[src/hw/rtl/dfr_pkg.sv]
// Shared types and constants of the delimited frame receiver.
// No dependencies; every other file of the block imports this package.
package dfr_pkg;

  localparam int BYTE_W     = 8;
  localparam int CFG_IDX_W  = 2;
  localparam int CFG_DATA_W = 32;

  // Configuration register indexes.
  localparam logic [CFG_IDX_W-1:0] REG_DELIM_BYTES = 2'd0;
  localparam logic [CFG_IDX_W-1:0] REG_DELIM_LEN   = 2'd1;
  localparam logic [CFG_IDX_W-1:0] REG_MAX_PKT     = 2'd2;

  // Register values after reset.
  localparam logic [31:0]       RST_DELIM_BYTES = 32'h0000_0A0D;
  localparam logic [2:0]        RST_DELIM_LEN   = 3'd2;
  localparam logic [BYTE_W-1:0] RST_MAX_PKT     = 8'd255;

  // Result kinds.
  localparam logic KIND_WRITE = 1'b0;
  localparam logic KIND_DONE  = 1'b1;

  // Depth of the command queue between the front and back parts.
  localparam int CMD_DEPTH = 2;

  typedef struct packed {
    logic              kind;
    logic [BYTE_W-1:0] payload_byte;
    logic [BYTE_W-1:0] byte_index;
    logic [BYTE_W-1:0] frame_length;
    logic              last;
  } res_t;

endpackage

[src/hw/rtl/delimited_frame_receiver_unit.sv]
// Top level of the delimited frame receiver: configuration registers and the
// front part, command queue and back part. Uses dfr_pkg and all dfr_ modules.
//
//   Channel | Direction | Handshake           | Payload
//   in      | input     | in_valid / in_stall | in_rx_byte
//   out     | output    | out_valid/out_stall | kind, payload_byte, byte_index,
//           |           |                     | frame_length, last
//   cfg     | input     | cfg_we              | cfg_index, cfg_data
//
// The front part takes one byte per cycle while the command queue has room.
// The back part takes the released bytes of a command (1 to MAX_DELIM_LEN)
// one at a time, and each delimiter match, emitting only into a free output slot.
// Results leave through a single output register; a stall holds it and
// backs up into the queue. Reset is synchronous and needs no clearing pass.
module delimited_frame_receiver_unit #(
  parameter int MAX_DELIM_LEN = 4
) (
  input  logic                             clk,
  input  logic                             rst_n,
  input  logic                             in_valid,
  output logic                             in_stall,
  input  logic [7:0]                       in_rx_byte,
  output logic                             out_valid,
  input  logic                             out_stall,
  output logic                             out_kind,
  output logic [7:0]                       out_payload_byte,
  output logic [7:0]                       out_byte_index,
  output logic [7:0]                       out_frame_length,
  output logic                             out_last,
  input  logic                             cfg_we,
  input  logic [dfr_pkg::CFG_IDX_W-1:0]    cfg_index,
  input  logic [dfr_pkg::CFG_DATA_W-1:0]   cfg_data
);
  import dfr_pkg::*;

  localparam int LEN_W = $clog2(MAX_DELIM_LEN + 1);
  localparam int CMD_W = 1 + LEN_W + MAX_DELIM_LEN * BYTE_W;

  logic [31:0]       delim_bytes_r;
  logic [2:0]        delim_len_r;
  logic [BYTE_W-1:0] max_pkt_r;
  logic              win_flush;

  logic                              cmd_push, cmd_match, cmd_full, cmd_empty, cmd_pop;
  logic [LEN_W-1:0]                  cmd_nrel;
  logic [MAX_DELIM_LEN*BYTE_W-1:0]   cmd_bytes;
  logic [CMD_W-1:0]                  cmd_head;
  res_t                              res;

  // A new delimiter length empties the window.
  assign win_flush = cfg_we && (cfg_index == REG_DELIM_LEN);

  always_ff @(posedge clk) begin
    if (!rst_n) begin
      delim_bytes_r <= RST_DELIM_BYTES;
      delim_len_r   <= RST_DELIM_LEN;
      max_pkt_r     <= RST_MAX_PKT;
    end else if (cfg_we) begin
      case (cfg_index)
        REG_DELIM_BYTES: delim_bytes_r <= cfg_data;
        REG_DELIM_LEN:   delim_len_r   <= cfg_data[2:0];
        REG_MAX_PKT:     max_pkt_r     <= cfg_data[BYTE_W-1:0];
        default: ;
      endcase
    end
  end

  dfr_front #(.MAX_DELIM_LEN(MAX_DELIM_LEN)) u_front (
    .clk         (clk),
    .rst_n       (rst_n),
    .in_valid    (in_valid),
    .in_stall    (in_stall),
    .in_rx_byte  (in_rx_byte),
    .delim_bytes (delim_bytes_r),
    .delim_len   (delim_len_r),
    .win_flush   (win_flush),
    .cmd_full    (cmd_full),
    .cmd_push    (cmd_push),
    .cmd_match   (cmd_match),
    .cmd_nrel    (cmd_nrel),
    .cmd_bytes   (cmd_bytes)
  );

  dfr_cmd_fifo #(.WIDTH(CMD_W)) u_cmd_fifo (
    .clk       (clk),
    .rst_n     (rst_n),
    .push      (cmd_push),
    .push_data ({cmd_match, cmd_nrel, cmd_bytes}),
    .pop       (cmd_pop),
    .head      (cmd_head),
    .full      (cmd_full),
    .empty     (cmd_empty)
  );

  dfr_back #(.MAX_DELIM_LEN(MAX_DELIM_LEN)) u_back (
    .clk        (clk),
    .rst_n      (rst_n),
    .cmd_empty  (cmd_empty),
    .head_match (cmd_head[CMD_W-1]),
    .head_nrel  (cmd_head[CMD_W-2 -: LEN_W]),
    .head_bytes (cmd_head[MAX_DELIM_LEN*BYTE_W-1:0]),
    .cmd_pop    (cmd_pop),
    .max_pkt    (max_pkt_r),
    .out_stall  (out_stall),
    .out_valid  (out_valid),
    .out_res    (res)
  );

  assign out_kind         = res.kind;
  assign out_payload_byte = res.payload_byte;
  assign out_byte_index   = res.byte_index;
  assign out_frame_length = res.frame_length;
  assign out_last         = res.last;

endmodule

[src/hw/rtl/dfr_front.sv]
// Front part: collects received bytes in the delimiter window, compares a full
// window with the delimiter and issues match or release commands. Uses dfr_pkg.
module dfr_front #(
  parameter int MAX_DELIM_LEN = 4
) (
  input  logic                              clk,
  input  logic                              rst_n,
  input  logic                              in_valid,
  output logic                              in_stall,
  input  logic [dfr_pkg::BYTE_W-1:0]        in_rx_byte,
  input  logic [31:0]                       delim_bytes,
  input  logic [2:0]                        delim_len,
  input  logic                              win_flush,
  input  logic                              cmd_full,
  output logic                              cmd_push,
  output logic                              cmd_match,
  output logic [$clog2(MAX_DELIM_LEN+1)-1:0] cmd_nrel,
  output logic [MAX_DELIM_LEN*dfr_pkg::BYTE_W-1:0] cmd_bytes
);
  import dfr_pkg::*;

  localparam int LEN_W = $clog2(MAX_DELIM_LEN + 1);
  localparam int IDX_W = (MAX_DELIM_LEN > 1) ? $clog2(MAX_DELIM_LEN) : 1;

  logic [BYTE_W-1:0] win_r   [MAX_DELIM_LEN];
  logic [BYTE_W-1:0] win_nxt [MAX_DELIM_LEN];
  logic [BYTE_W-1:0] wn      [MAX_DELIM_LEN];
  logic [BYTE_W-1:0] ws      [MAX_DELIM_LEN];
  logic [BYTE_W-1:0] dbyte   [MAX_DELIM_LEN];
  logic [LEN_W-1:0]  fill_r, fill_nxt, fill_inc, eff_len, nrel;
  logic              accept, full, match;

  // Delimiter bytes past the fourth compare as zero.
  for (genvar k = 0; k < MAX_DELIM_LEN; k++) begin : g_dbyte
    if (k < 4) begin : g_reg
      assign dbyte[k] = delim_bytes[8*k +: 8];
    end else begin : g_zero
      assign dbyte[k] = '0;
    end
  end

  always_comb begin
    if (delim_len == 3'd0) begin
      eff_len = LEN_W'(1);
    end else if (4'(delim_len) > 4'(MAX_DELIM_LEN)) begin
      eff_len = LEN_W'(MAX_DELIM_LEN);
    end else begin
      eff_len = LEN_W'(delim_len);
    end
  end

  assign in_stall = cmd_full;
  assign accept   = in_valid && !in_stall;

  always_comb begin
    logic [LEN_W:0] src;
    wn = win_r;
    wn[fill_r[IDX_W-1:0]] = in_rx_byte;
    fill_inc = fill_r + LEN_W'(1);
    full = (fill_inc == eff_len);

    match = 1'b1;
    for (int k = 0; k < MAX_DELIM_LEN; k++) begin
      if (LEN_W'(k) < eff_len && wn[k] != dbyte[k]) begin
        match = 1'b0;
      end
    end

    // The first byte always goes; release stops before the next byte that
    // could start a delimiter.
    nrel = eff_len;
    for (int k = MAX_DELIM_LEN - 1; k >= 1; k--) begin
      if (LEN_W'(k) < eff_len && wn[k] == dbyte[0]) begin
        nrel = LEN_W'(k);
      end
    end

    for (int j = 0; j < MAX_DELIM_LEN; j++) begin
      src = (LEN_W+1)'(j) + (LEN_W+1)'(nrel);
      if (src < (LEN_W+1)'(MAX_DELIM_LEN)) begin
        ws[j] = wn[src[IDX_W-1:0]];
      end else begin
        ws[j] = wn[j];
      end
    end

    for (int j = 0; j < MAX_DELIM_LEN; j++) begin
      cmd_bytes[8*j +: 8] = wn[j];
    end

    cmd_push  = accept && full;
    cmd_match = match;
    cmd_nrel  = nrel;

    win_nxt  = win_r;
    fill_nxt = fill_r;
    if (win_flush) begin
      fill_nxt = '0;
    end else if (accept) begin
      if (!full) begin
        win_nxt  = wn;
        fill_nxt = fill_inc;
      end else if (match) begin
        fill_nxt = '0;
      end else begin
        win_nxt  = ws;
        fill_nxt = eff_len - nrel;
      end
    end
  end

  always_ff @(posedge clk) begin
    win_r <= win_nxt;
    if (!rst_n) begin
      fill_r <= '0;
    end else begin
      fill_r <= fill_nxt;
    end
  end

endmodule

[src/hw/rtl/dfr_cmd_fifo.sv]
// Short command queue between the front and back parts.
// Uses dfr_pkg for its depth.
module dfr_cmd_fifo #(
  parameter int WIDTH = 8
) (
  input  logic             clk,
  input  logic             rst_n,
  input  logic             push,
  input  logic [WIDTH-1:0] push_data,
  input  logic             pop,
  output logic [WIDTH-1:0] head,
  output logic             full,
  output logic             empty
);
  import dfr_pkg::*;

  localparam int PTR_W = (CMD_DEPTH > 1) ? $clog2(CMD_DEPTH) : 1;
  localparam int CNT_W = $clog2(CMD_DEPTH + 1);

  logic [WIDTH-1:0] mem_r [CMD_DEPTH];
  logic [PTR_W-1:0] wr_ptr_r, wr_ptr_nxt, rd_ptr_r, rd_ptr_nxt;
  logic [CNT_W-1:0] cnt_r, cnt_nxt;
  logic             do_push, do_pop;

  assign full    = (cnt_r == CNT_W'(CMD_DEPTH));
  assign empty   = (cnt_r == '0);
  assign head    = mem_r[rd_ptr_r];
  assign do_push = push && !full;
  assign do_pop  = pop && !empty;

  always_comb begin
    wr_ptr_nxt = wr_ptr_r;
    rd_ptr_nxt = rd_ptr_r;
    cnt_nxt    = cnt_r;
    if (do_push) begin
      wr_ptr_nxt = (wr_ptr_r == PTR_W'(CMD_DEPTH - 1)) ? '0 : wr_ptr_r + PTR_W'(1);
    end
    if (do_pop) begin
      rd_ptr_nxt = (rd_ptr_r == PTR_W'(CMD_DEPTH - 1)) ? '0 : rd_ptr_r + PTR_W'(1);
    end
    if (do_push && !do_pop) begin
      cnt_nxt = cnt_r + CNT_W'(1);
    end else if (do_pop && !do_push) begin
      cnt_nxt = cnt_r - CNT_W'(1);
    end
  end

  always_ff @(posedge clk) begin
    if (do_push) begin
      mem_r[wr_ptr_r] <= push_data;
    end
  end

  always_ff @(posedge clk) begin
    if (!rst_n) begin
      wr_ptr_r <= '0;
      rd_ptr_r <= '0;
      cnt_r    <= '0;
    end else begin
      wr_ptr_r <= wr_ptr_nxt;
      rd_ptr_r <= rd_ptr_nxt;
      cnt_r    <= cnt_nxt;
    end
  end

endmodule

[src/hw/rtl/dfr_back.sv]
// Back part: carries out queued commands, keeps the payload count and the
// frame valid mark, and drives the registered result word. Uses dfr_pkg.
module dfr_back #(
  parameter int MAX_DELIM_LEN = 4
) (
  input  logic                                      clk,
  input  logic                                      rst_n,
  input  logic                                      cmd_empty,
  input  logic                                      head_match,
  input  logic [$clog2(MAX_DELIM_LEN+1)-1:0]        head_nrel,
  input  logic [MAX_DELIM_LEN*dfr_pkg::BYTE_W-1:0]  head_bytes,
  output logic                                      cmd_pop,
  input  logic [dfr_pkg::BYTE_W-1:0]                max_pkt,
  input  logic                                      out_stall,
  output logic                                      out_valid,
  output dfr_pkg::res_t                             out_res
);
  import dfr_pkg::*;

  localparam int LEN_W = $clog2(MAX_DELIM_LEN + 1);
  localparam int IDX_W = (MAX_DELIM_LEN > 1) ? $clog2(MAX_DELIM_LEN) : 1;

  logic [BYTE_W-1:0] count_r, count_nxt;
  logic              fvalid_r, fvalid_nxt;
  logic [IDX_W-1:0]  sel_r, sel_nxt;
  logic              out_valid_r;
  res_t              out_res_r, res_nxt;
  logic              emit, slot_free, final_byte;
  logic [BYTE_W-1:0] cur_byte;

  assign slot_free  = !out_valid_r || !out_stall;
  assign cur_byte   = head_bytes[8*sel_r +: 8];
  assign final_byte = ((LEN_W'(sel_r) + LEN_W'(1)) == head_nrel);

  always_comb begin
    cmd_pop    = 1'b0;
    emit       = 1'b0;
    res_nxt    = '0;
    count_nxt  = count_r;
    fvalid_nxt = fvalid_r;
    sel_nxt    = sel_r;
    if (!cmd_empty) begin
      if (head_match) begin
        if (!fvalid_r) begin
          // An overflowed frame ends quietly.
          cmd_pop    = 1'b1;
          count_nxt  = '0;
          fvalid_nxt = 1'b1;
        end else if (slot_free) begin
          emit                 = 1'b1;
          res_nxt.kind         = KIND_DONE;
          res_nxt.frame_length = count_r;
          res_nxt.last         = 1'b1;
          cmd_pop              = 1'b1;
          count_nxt            = '0;
        end
      end else if (!fvalid_r) begin
        cmd_pop = 1'b1;
        sel_nxt = '0;
      end else if (count_r < max_pkt) begin
        if (slot_free) begin
          emit                 = 1'b1;
          res_nxt.kind         = KIND_WRITE;
          res_nxt.payload_byte = cur_byte;
          res_nxt.byte_index   = count_r;
          // After the byte that reaches the limit nothing more is written.
          res_nxt.last = final_byte ||
                         (({1'b0, count_r} + 9'd1) == {1'b0, max_pkt});
          count_nxt = count_r + BYTE_W'(1);
          if (final_byte) begin
            cmd_pop = 1'b1;
            sel_nxt = '0;
          end else begin
            sel_nxt = sel_r + IDX_W'(1);
          end
        end
      end else begin
        // Overflow: the byte is dropped and the rest of the frame ignored.
        cmd_pop    = 1'b1;
        sel_nxt    = '0;
        count_nxt  = '0;
        fvalid_nxt = 1'b0;
      end
    end
  end

  always_ff @(posedge clk) begin
    if (emit) begin
      out_res_r <= res_nxt;
    end
    if (!rst_n) begin
      count_r     <= '0;
      fvalid_r    <= 1'b1;
      sel_r       <= '0;
      out_valid_r <= 1'b0;
    end else begin
      count_r  <= count_nxt;
      fvalid_r <= fvalid_nxt;
      sel_r    <= sel_nxt;
      if (emit) begin
        out_valid_r <= 1'b1;
      end else if (!out_stall) begin
        out_valid_r <= 1'b0;
      end
    end
  end

  assign out_valid = out_valid_r;
  assign out_res   = out_res_r;

endmodule

[config.mk]
export PLATFORM = sky130hd
export DESIGN_NAME = delimited_frame_receiver_unit
export DESIGN_NICKNAME = d
export VERILOG_FILES = /design/src/hw/rtl/dfr_pkg.sv /design/src/hw/rtl/delimited_frame_receiver_unit.sv /design/src/hw/rtl/dfr_front.sv /design/src/hw/rtl/dfr_cmd_fifo.sv /design/src/hw/rtl/dfr_back.sv
export SDC_FILE = /design/constraint.sdc
export NUM_CORES = 1
export LEC_CHECK = 0
export BUFFER_PORTS_ARGS = -buffer_cell sky130_fd_sc_hd__buf_2
export CORE_MARGIN = 2
export CORE_UTILIZATION = 35
export DETAILED_ROUTE_END_ITERATION = 8
export PLACE_DENSITY = 0.5
export REMOVE_ABC_BUFFERS = 1
export SLEW_MARGIN = 20
export SYNTH_ARGS = -nofsm -noshare
export SYNTH_HDL_FRONTEND = slang
export SYNTH_SLANG_ARGS = --single-unit
[constraint.sdc]
create_clock -name clk -period 5.8 [get_ports clk]
set_clock_uncertainty 0.15 [all_clocks]
set_input_delay 0.87 -clock clk [delete_from_list [all_inputs] [get_ports clk]]
set_output_delay 0.87 -clock clk [all_outputs]
set_load 0.005 [all_outputs]
Yosys cells after proc, flatten, opt, wreduce, memory -nomap -nowiden
Memory sizes are Yosys's and may differ from the RTL's. A register that Yosys moved wholly into a read port is not among the register bits.
Index checks and enable logic that the tools add are counted.
- memories: 1
- output and inout bits: 28
- logic and storage cells: 196
- bits in writable memories: 72
- flip-flop bits (word level): 120
- bits of input ports: 47
- reductions and logical operators: 37
- multiplexer cells: 78
- magnitude comparators: 16
- shifts and indexed selects: 1
- $add $sub $neg: 13
- equal/unequal tests: 18
- bitwise gates (word level): 12
- memory list (memory ; depth ; width ; read ports ; clocked after memory_dff ; write ports ; line ; source):
    u_cmd_fifo.mem_r ; 2 ; 36 ; 1 ; 1 ; 1 ; dfr_cmd_fifo.sv:20 ; logic [WIDTH-1:0] mem_r [CMD_DEPTH];
- operators by type and width (cell ; number):
    8-bit 2-to-1 mux ; 19
    8-bit binary-select mux with 2-bit select ; 4
    32-bit 2-to-1 mux ; 2
    1-bit 2-to-1 mux ; 35
    17-bit 2-to-1 mux ; 2
    32-bit bitwise mux ; 1
    8-bit inequality test ; 4
    32-bit by 6-bit indexed part select with 8-bit output ; 1
    8-bit equality test ; 3
    3-bit 2-to-1 mux ; 7
    8-bit demux with 2-bit select ; 1
    16-bit 2-to-1 mux ; 1
    3-bit greater-or-equal comparator (second input constant) ; 5
    1-bit logical AND ; 15
    2-bit NOT with 3-bit output ; 5
    4-bit by 3-bit less-than comparator with 1-bit output (second input constant) ; 3
    2-bit 2-to-1 mux ; 6
    8-bit by 1-bit adder with 9-bit output (second input constant) ; 1
    9-bit by 8-bit equality test with 1-bit output ; 1
    2-bit by 3-bit adder with 4-bit output (first input constant) ; 2
    8-bit by 1-bit adder with 8-bit output (second input constant) ; 1
    8-bit less-than comparator ; 1
    1-bit NOT ; 7
    3-bit equality test ; 2
    other kinds (29) ; 46

Depth between registers and ports, before layout
- depth in word-level cells: 19
- depth in mapped cells: 18
- depth with buffers taken out: 15

Hierarchy
Synthesis repeated with hierarchy kept, for this count alone.
- cells, all modules: 890
- area, all modules: 10527.6 um^2
- modules (own cells, without submodules) (module ; seq. area each (um^2) ; times used ; cells each ; area each (um^2)):
    dfr_front ; 1021.0 ; 1 ; 366 ; 3684.8
    dfr_cmd_fifo ; 2262.2 ; 1 ; 137 ; 2829.0
    dfr_back ; 1021.0 ; 1 ; 200 ; 2184.6
    delimited_frame_receiver_unit ; 860.8 ; 1 ; 187 ; 1829.3

Worst setup path before layout
OpenSTA, ideal clock, no wires.
- path kind: register to register
- from: register u_front.fill_r[0]
- to: register u_front.win_r[0] (netlist name) (enable)
- cell stages (with the launch flop): 12
- data arrival time: 3530 ps
- path buffers: 1
- period minus slack after synthesis: 4112 ps
- slack: 1688 ps
- required time: 5218 ps
- library setup time: 432 ps
- cell sequence: dfxtp_1 -> inv_1 -> ha_1 -> buf_2 -> mux2i_1 -> inv_1 -> xnor2_1 -> nand4_1 -> nor2_1 -> o2111ai_1 -> inv_1 -> a21oi_1
- elaborated cells on any way between the ends: 23
- those cells by class: add/sub: 1; order compare: 2; eq/ne: 6; mux: 7; bitwise: 1; reduce/logical: 6
- RTL lines (item ; line ; source):
    start, declared ; dfr_front.sv:30 ; logic [LEN_W-1:0] fill_r, fill_nxt, fill_inc, eff_len, nrel;
    start signal, assigned ; dfr_front.sv:117 ; fill_r <= fill_nxt;
    2-bit NOT with 3-bit output (implied by the code) * ; dfr_front.sv:58 ; wn[fill_r[IDX_W-1:0]] = in_rx_byte;
    3-bit greater-or-equal comparator (implied by the code) or 3-bit by 1-bit less-than comparator with 1-bit output (tied branches) ; dfr_front.sv:58 ;
    1-bit logical AND (implied by the code) ; dfr_front.sv:58 ;
    8-bit 2-to-1 mux (implied by the code) ; dfr_front.sv:58 ;
    8-bit demux with 2-bit select * ; dfr_front.sv:58 ;
    32-bit bitwise mux * ; dfr_front.sv:58 ;
    named net cmd_bytes[17] ; delimited_frame_receiver_unit.sv:46 ; logic [MAX_DELIM_LEN*BYTE_W-1:0] cmd_bytes;
    8-bit inequality test * ; dfr_front.sv:64 ; if (LEN_W'(k) < eff_len && wn[k] != dbyte[k]) begin
    1-bit logical AND * ; dfr_front.sv:64 ;
    1-bit 2-to-1 mux * (2 in series) ; dfr_front.sv:64 ;
    named net cmd_match ; delimited_frame_receiver_unit.sv:44 ; logic cmd_push, cmd_match, cmd_full, cmd_empty, cmd_pop;
    2-bit inequality test (no source line) * ; n/a ;
    3-bit AND reduction (no source line) * ; n/a ;
    end signal, assigned ; dfr_front.sv:113 ; win_r <= win_nxt;
    end, declared ; dfr_front.sv:25 ; logic [BYTE_W-1:0] win_r [MAX_DELIM_LEN];
The timed path passes the listed nets; every way through them passes the cells marked *.
A chain may end at the register's enable or synchronous reset.

Worst setup path in the final report
- from: register u_front.fill_r[0]
- to: register u_front.win_r[2] (netlist name) (data pin)
- cells in the longest elaborated chain, start to end: 19
- elaborated cells on any way between the ends: 27
- those cells by class: add/sub: 2; order compare: 3; eq/ne: 4; mux: 12; bitwise: 2; reduce/logical: 4
- RTL lines (item ; line ; source):
    2-bit NOT with 3-bit output (implied by the code) ; dfr_front.sv:58 ;
    3-bit greater-or-equal comparator (implied by the code) or 3-bit by 1-bit less-than comparator with 1-bit output (tied branches) ; dfr_front.sv:58 ;
    1-bit logical AND (implied by the code) ; dfr_front.sv:58 ;
    8-bit 2-to-1 mux (implied by the code) ; dfr_front.sv:58 ;
    8-bit demux with 2-bit select ; dfr_front.sv:58 ;
    32-bit bitwise mux ; dfr_front.sv:58 ;
    8-bit equality test ; dfr_front.sv:73 ; if (LEN_W'(k) < eff_len && wn[k] == dbyte[0]) begin
    1-bit logical AND ; dfr_front.sv:73 ;
    3-bit 2-to-1 mux (3 in series) ; dfr_front.sv:73 ;
    2-bit by 3-bit adder with 4-bit output ; dfr_front.sv:79 ; src = (LEN_W+1)'(j) + (LEN_W+1)'(nrel);
    2-bit NOT with 3-bit output (implied by the code) ; dfr_front.sv:81 ; ws[j] = wn[src[IDX_W-1:0]];
    8-bit binary-select mux with 2-bit select ; dfr_front.sv:81 ;
    8-bit 2-to-1 mux (implied by the code) (2 in series) ; dfr_front.sv:81 ;
    8-bit 2-to-1 mux ; dfr_front.sv:80 ; if (src < (LEN_W+1)'(MAX_DELIM_LEN)) begin
    32-bit 2-to-1 mux ; dfr_front.sv:103 ; end else if (match) begin
    32-bit 2-to-1 mux * ; dfr_front.sv:100 ; if (!full) begin
Mark *: on every way between the ends. The rest lies on a longest branch, timed or not. The select of a mux whose other input is x is not followed.

==> impl_metrics.ini <==
[status]
status = complete, no violations

[power_and_ir_drop]
powerDensity_nw_per_um2 = 390
leakage_nw = 4.18
p_int_mw = 2.95
peakVddDrop_mv = 0.179
power.share.switching_pct = 34.1
switchingPower_mw = 1.52
seqPwrFrac_pct = 41.5
p_clk_share_pct = 27.6
power.share.combinational_pct = 30.9

[final_layout]
multi_input_area_sq_um = 4370
area_delta_synth_final_pct = 15.1
finalNetCount = 1030
design_area_sq_um = 11500
drive_gt1_share_pct = 19.8
register_area_sq_um = 5160
diodes = 0
fillers = 2777

[critical_path]
cp_data_arrival_time_ns = 4.96
end_kind = flip-flop
rr_startpoint = u_front.fill_r[0]$_SDFFE_PP0P_
setup.worst_path.start = u_front.fill_r[0]$_SDFFE_PP0P_
path_max_fanout = 15
cp_data_required_time_ns = 5.83
path_class = flip-flop to flip-flop
start_kind = flip-flop

[routing]
wl_per_cell_microns = 19.1
vias = 6977
drtPass1Iterations = 5
drt_wl_total_microns = 25900
post-route-drc-count = 0
drtAntennaViolNets = 0
drt-vias-per-instance = 5.15
drt-initial-drc-count = 539

[logic_synthesis]
synth-edff-count = 130
yosys.area.top_type = edfxtp_1
synth_area_sq_um = 9970
synth_warnings = 0
synthArstFlopShare_pct = 0
synthCells = 892
synth_most_common_cell = edfxtp_1
ys.flop_type = edfxtp_1
synthTopCellsByCount = edfxtp_1 (130), nand2_1 (109), nor2_1 (64)
synth.top_cell.area_share_pct = 39.2
synth_area_leaders = edfxtp_1 (39%), dfxtp_1 (13%), xnor2_1 (4.8%), nand2_1 (4.1%), mux2i_1 (3.9%)
yosysSeqAreaShare_pct = 51.8
synth_seq_cells = 193
avgSynthCellArea_sq_um = 11.2
yosysUniqueCellTypes = 62

[clock_tree]
cts.repair.resized = 0
cts-root-buf = clkbuf_16
cts_tree = built
hold_buffers = 0
clock_latency_ns = 0.45
clock_sinks = 193
cts_made_buffers = 17
h-tree-depth = 4
clkTransAtPathRegs_ns = 0.09
clock_path_buffers = 2
cts_setup_buffers = 0

[floorplan]
fp.dieH_microns = 173
start_util_pct = 35.7
rows = 61
die_w_microns = 173
ioPinCount = 75
die_area_sq_um = 29800
core-area_sq_um = 27900

[timing]
timing.final.crit_share_pct = 85.0
worst_pin_slew_ns = 1.03
relSlewSlack_pct = 31.3
final_max_slew_viol_count = 0
fin_crit_ns = 4.93
fmax_ghz = 0.203
hold_violations = 0
final.setup.tns_ns = 0
setup_violations = 0
rsz0062_at_grt = no

[global_route]
grt_max_degree = 65
gr-total-overflow = 0
antenna_found_initial = 0
grt_first_pass_wirelength_microns = 40700
grt_usage_pct = 17.8
grt_pass1_vias = 6727

[placed_design]
place_hpwl_microns = 18700
gp_congestion = 0.877
portBuffers = 74
dpl_cell_area_sq_um = 10800

[flow_run]
maxCapViolations = 0

[worst_hold_path]
holdCritStartpoint = delim_bytes_r[20]$_SDFFE_PN0P_
hp-class = flip-flop to flip-flop
## final cells by class
class	instances	share of cell area (%)
clock buffer	17	3.71
clock inverter	15	1.83
inverter	47	1.58
multi-input combinational	596	38.1
sequential	193	45.0
tap	378	4.12
timing repair buffer	109	5.63
## layer usage
metal  vias to the layer above  track usage, %  part of all wire [%]
li1                       3376               -                     -
met1                      3383            27.2                    51
met2                       190            25.5                    42
met3                        28            3.25                   4.8
met4                         0            5.30                   1.7
met5                         -               0                     0
## through the flow
step	setup WS, ns	total power [mW]	std cells	util, %	hold WS, ns
after floorplan	1.17	2.74	836	-	0.305
after global placement	1.08	3.27	1322	38.7	0.322
after detailed placement	0.981	3.28	1322	38.7	0.326
after CTS	0.968	4.52	1354	41.0	0.337
after global routing	0.707	4.72	1355	41.1	0.360
final	0.869	4.48	1355	41.1	0.334
## cell usage in the layout (no fill, tap or decap), drive strengths merged, types with 14 or more instances in the layout
cell    Yosys  layout
edfxtp    130     130
nand2     109     109
buf        27     109
nor2       64      64
dfxtp      63      63
xnor2      56      56
inv        46      52
mux2i      49      49
a21boi     30      30
and2       25      25
o21ai      21      21
xor2       21      21
ha         19      19
a21oi      18      18
clkbuf     29      17
o211ai     16      16
mux4       16      16
o221ai     15      15
nand3      14      14
## sequential cells by signal, summed over array words and instances (netlist names), 3 cells and up, named ones only
register,flops
u_cmd_fifo.mem_r,72
delim_bytes_r,32
u_front.win_r,32
u_back.out_res,26
max_pkt_r,8
u_back.count_r,8
delim_len_r,3
u_front.fill_r,3
## path summary, 6_finish.rpt
path | slack, ns | cells after the start | endpoint
max | 0.87 | 11 | u_front.win_r[2]$_DFFE_PP_
min | 0.33 | 2 | delim_bytes_r[20]$_SDFFE_PN0P_
max reg2reg | 0.87 | 11 | u_front.win_r[2]$_DFFE_PP_
min reg2reg | 0.33 | 2 | delim_bytes_r[20]$_SDFFE_PN0P_
## power by group through the flow
stage / logic (mW) / registers [mW] / clock network [mW]
2_1_floorplan: 0.842 / 1.90 / 0
3_3_place_gp: 1.38 / 1.89 / 0
3_5_place_dp: 1.39 / 1.89 / 0
4_1_cts: 1.39 / 1.86 / 1.27
5_1_grt: 1.52 / 1.88 / 1.32
6_report: 1.38 / 1.86 / 1.24
## kinds of logic (layout without fill, tap and decap cells)
kind of cell | count (synthesis) | after routing | share of synthesized area, %
xor gates and xnor gates | 77 | 77 | 6.92
muxes | 77 | 77 | 10.4
DFF | 193 | 193 | 51.8
AOI/OAI and AO/OA | 157 | 157 | 11.3
and+or+nand+nor | 266 | 266 | 12.7
buffers and inverters | 103 | 188 | 4.48
adders and majority gates | 19 | 19 | 2.38
## worst max-delay path, cell delays in order (launching register included)
cell      delay (ns)
dfxtp_1         0.48
ha_1            0.71
mux2i_4         0.49
xnor2_1         0.14
nor4_2          0.38
a41oi_1         0.17
o21a_1          0.23
buf_4           0.20
ha_1            0.27
xnor2_2         0.67
and2_0          0.59
o221ai_1        0.18
(Power assumes the default switching activity.)
